`src/rtl/tnc_pkg.sv`:
```
// Package: shared constants, codes and types of the tag nesting checker.
package tnc_pkg;

  localparam int MAX_NAME_LEN = 20;
  localparam int STACK_DEPTH  = 16;

  localparam int NPOS_W  = $clog2(MAX_NAME_LEN + 1);
  localparam int IDX_W   = (MAX_NAME_LEN > 1) ? $clog2(MAX_NAME_LEN) : 1;
  localparam int DEPTH_W = $clog2(STACK_DEPTH + 1);

  localparam logic [7:0] CHAR_LT    = 8'h3C;
  localparam logic [7:0] CHAR_SLASH = 8'h2F;
  localparam logic [7:0] CHAR_GT    = 8'h3E;

  typedef enum logic [2:0] {
    EV_MARK  = 3'd0,
    EV_TEXT  = 3'd1,
    EV_NAME  = 3'd2,
    EV_OPEN  = 3'd3,
    EV_CLOSE = 3'd4,
    EV_ERR   = 3'd5
  } event_t;

  typedef enum logic [2:0] {
    ERR_NONE       = 3'd0,
    ERR_CLOSE_NONE = 3'd1,
    ERR_MISMATCH   = 3'd2,
    ERR_UNCLOSED   = 3'd3,
    ERR_NAME_LONG  = 3'd4,
    ERR_STACK_FULL = 3'd5,
    ERR_END_IN_TAG = 3'd6
  } err_t;

  typedef logic [MAX_NAME_LEN-1:0][7:0] name_t;

  typedef struct packed {
    name_t             name;
    logic [NPOS_W-1:0] len;
  } entry_t;

  typedef struct packed {
    logic push;
    logic pop;
  } stk_ctl_t;

endpackage

```
`src/rtl/tnc_cell.sv`:
```
// Stack cell: holds one name entry, shifts down on push and up on pop.
module tnc_cell import tnc_pkg::*; (
  input  logic     clk,
  input  stk_ctl_t ctl,
  input  entry_t   upper,
  input  entry_t   lower,
  output entry_t   entry
);

  entry_t entry_r;

  always_ff @(posedge clk) begin
    if (ctl.push) begin
      entry_r <= upper;
    end else if (ctl.pop) begin
      entry_r <= lower;
    end
  end

  assign entry = entry_r;

endmodule

```
`config.mk`:
```
export PLATFORM = sky130hd
export DESIGN_NAME = tnc_cell
export DESIGN_NICKNAME = d
export VERILOG_FILES = /design/src/rtl/tnc_pkg.sv /design/src/rtl/tnc_cell.sv
export SDC_FILE = /design/constraint.sdc
export NUM_CORES = 1
export LEC_CHECK = 0
export BUFFER_PORTS_ARGS = -buffer_cell sky130_fd_sc_hd__buf_2
export CORE_AREA = 4 4 194 196
export DETAILED_ROUTE_END_ITERATION = 6
export DIE_AREA = 0 0 198 200
export SLEW_MARGIN = 20
export SYNTH_ARGS = -nofsm -noshare
export SYNTH_HDL_FRONTEND = slang
export SYNTH_SLANG_ARGS = --single-unit
```
`constraint.sdc`:
```
create_clock -name clk -period 5.46 [get_ports clk]
set_input_delay 1.092 -clock clk [delete_from_list [all_inputs] [get_ports clk]]
set_output_delay 1.092 -clock clk [all_outputs]
set_load 0.005 [all_outputs]
```
==> results.md <==
- Final Critical Period: 2.78 ns
- Root buf cell: clkbuf_16
- Core area: 0.0361 mm2
- Antenna diode count: 0
- Max Cap Viol: 0
- Tcrit/Tclk final: 50.9%
- CP Data Required Time: 5.51 ns
- Synth Net Count: 682
- CP Max Fanout: 165
- WL per Instance: 16.7 um
- Post-Syn Instances: 349
- Num rows: 70
- Dpl ws: 2.36 ns
- Status: finished, final reports clean
- Unrepaired setup endpoints after global routing: no
- Slew @ Worst Pin: 1.20 ns
- Peak supply drop: 0.000209 V
- DRC errors left: 0
- Largest net degree at the start of global routing: 166
- Endpoints failing hold: 0
- Post-Route Setup TNS: 0 ns
- CTS hold repair buffers: 0
- Gpl congestion: 0.756
- YS warnings: 0
- Power Dens Cells: 307 mW/mm2
- IO Pins: 498
- CP Class: primary input to flip-flop
- Final setup violation count: 0
- Chip height: 200 um
- Max reg flops: 165
- Initial Utilization: 19.4%
- Antenna viol nets, final: 0
- Num CTS Buffers: 17
- Post-Route WL: 22200 um
- Die width: 198 um
- Antenna violations before repair: 0
- H-tree depth: 4
- Vias in the first global route: 5269
- Gr usage total: 10.3%
- Synth Area per Inst: 20.1 um2
- Critical Path End Type: flip-flop
- Total gr overflow: 0
- Max Freq: 0.360 GHz
- Worst relative slew slack: 20.2%
- Syn-to-layout area delta: 50.0%
- Final Max Tran Viols: 0
- Final net count: 1182
- Hold/Removal Path Class: primary input to flip-flop
- Sink Count: 165
- Crit path launch type: primary input
- Synth unique cells: 6
- PortBufs: 497
- Overall Power: 3.22 mW
- Post-cts sizing count: 0
- Filler cell count: 3731
- Post-synthesis register bit count: 165
- Post-Synthesis Cell Area: 0.00700 mm2
- DR iter-0 viols: 154
- First-pass GRT wire length: 30100 um
- Postcts setup bufs: 0
- Die area: 0.0396 mm2
- CTS Buffer Depth: 2
- Final core occ: 29.1%
- Detailed placement HPWL: 17300 um
- Leakage: 4.58 nW
- CTS tree: built
- Final hold slack: 0.954 ns
- Worst Path Arrival: 2.82 ns
- Total number of vias: 5069
- Share of layout cells above drive strength 1: 80.2%
- Via-to-Cell Ratio: 3.81
- Register area share after synthesis: 70.8%
- Clock-pin slew on the worst setup and hold paths: 0.07 ns
- First drt pass iteration count: 4
- PnR worst setup slack: 2.68 ns
[cells by family after synthesis]
kind of cell | Yosys count | synth area share [%]
multiplexers | 165 | 26.5
flip-flops | 165 | 70.8
buffers and inverters | 18 | 2.61
AND/OR/NAND/NOR | 1 | 0.0894
[metal layers]
layer | track usage (%) | vias to the layer above | part of all wire [%]
met4 | 3.88 | 0 | 1.5
met3 | 4.26 | 12 | 9.8
li1 | - | 2381 | -
met2 | 18.1 | 268 | 52
met5 | 0 | - | 0
met1 | 11.1 | 2408 | 37
[power breakdown]
part | leakage, nW | switching [mW] | total [mW] | internal, mW
Sequential | 1.68 | 0.0420 | 1.60 | 1.56
Clock | 0.268 | 0.505 | 1.17 | 0.668
Combinational | 2.63 | 0.192 | 0.450 | 0.258
[cell type report]
type | instances | area (um2) | share of cell area, %
flip-flops and latches | 165 | 4950 | 47.2
clock buffers | 18 | 429 | 4.09
well taps | 468 | 586 | 5.57
multi-input cells | 166 | 1870 | 17.8
clock inverters | 14 | 134 | 1.27
repair buffers | 499 | 2530 | 24.1
[cells in the mapped netlist]
library cell / instances / area share (%)
mux2_2: 165 / 27
buf_6: 14 / 2.3
edfxtp_1: 165 / 71
buf_4: 2 / 0.21
buf_2: 2 / 0.14
or2_2: 1 / 0.089
[worst max-delay path, stage by stage]
cell and delay, ns:
buf_6 0.53, or2_4 0.26, buf_12 0.47
[per-stage QoR]
| step | instance area, um2 | std cells |
|---|---|---|
| floorplan | 7000 | 349 |
| detailed placement | 9940 | 1298 |
| CTS | 10500 | 1330 |
| global placement | 9940 | 1298 |
| global route | 10500 | 1330 |
| finish | 10500 | 1330 |
[cell usage in the layout (no fill, tap or decap)]
cell type	synthesis	routed
or2_4	0	1
clkinvlp_4	0	2
inv_6	0	2
buf_12	0	2
clkinv_2	0	1
clkbuf_1	0	1
clkbuf_16	0	17
clkinv_4	0	2
buf_2	2	496
buf_6	14	1
bufinv_16	0	2
edfxtp_1	165	165
mux2_2	165	165
clkinv_1	0	5
[final timing paths]
| path | start | endpoint | slack [ns] | depth (start not counted) |
|---|---|---|---|---|
| setup / recovery | ctl[1] | entry[110] | 2.68 | 3 |
| hold / removal | lower[81] | entry[81] | 0.95 | 2 |
Note: power is estimated with default switching activity, not from simulation.
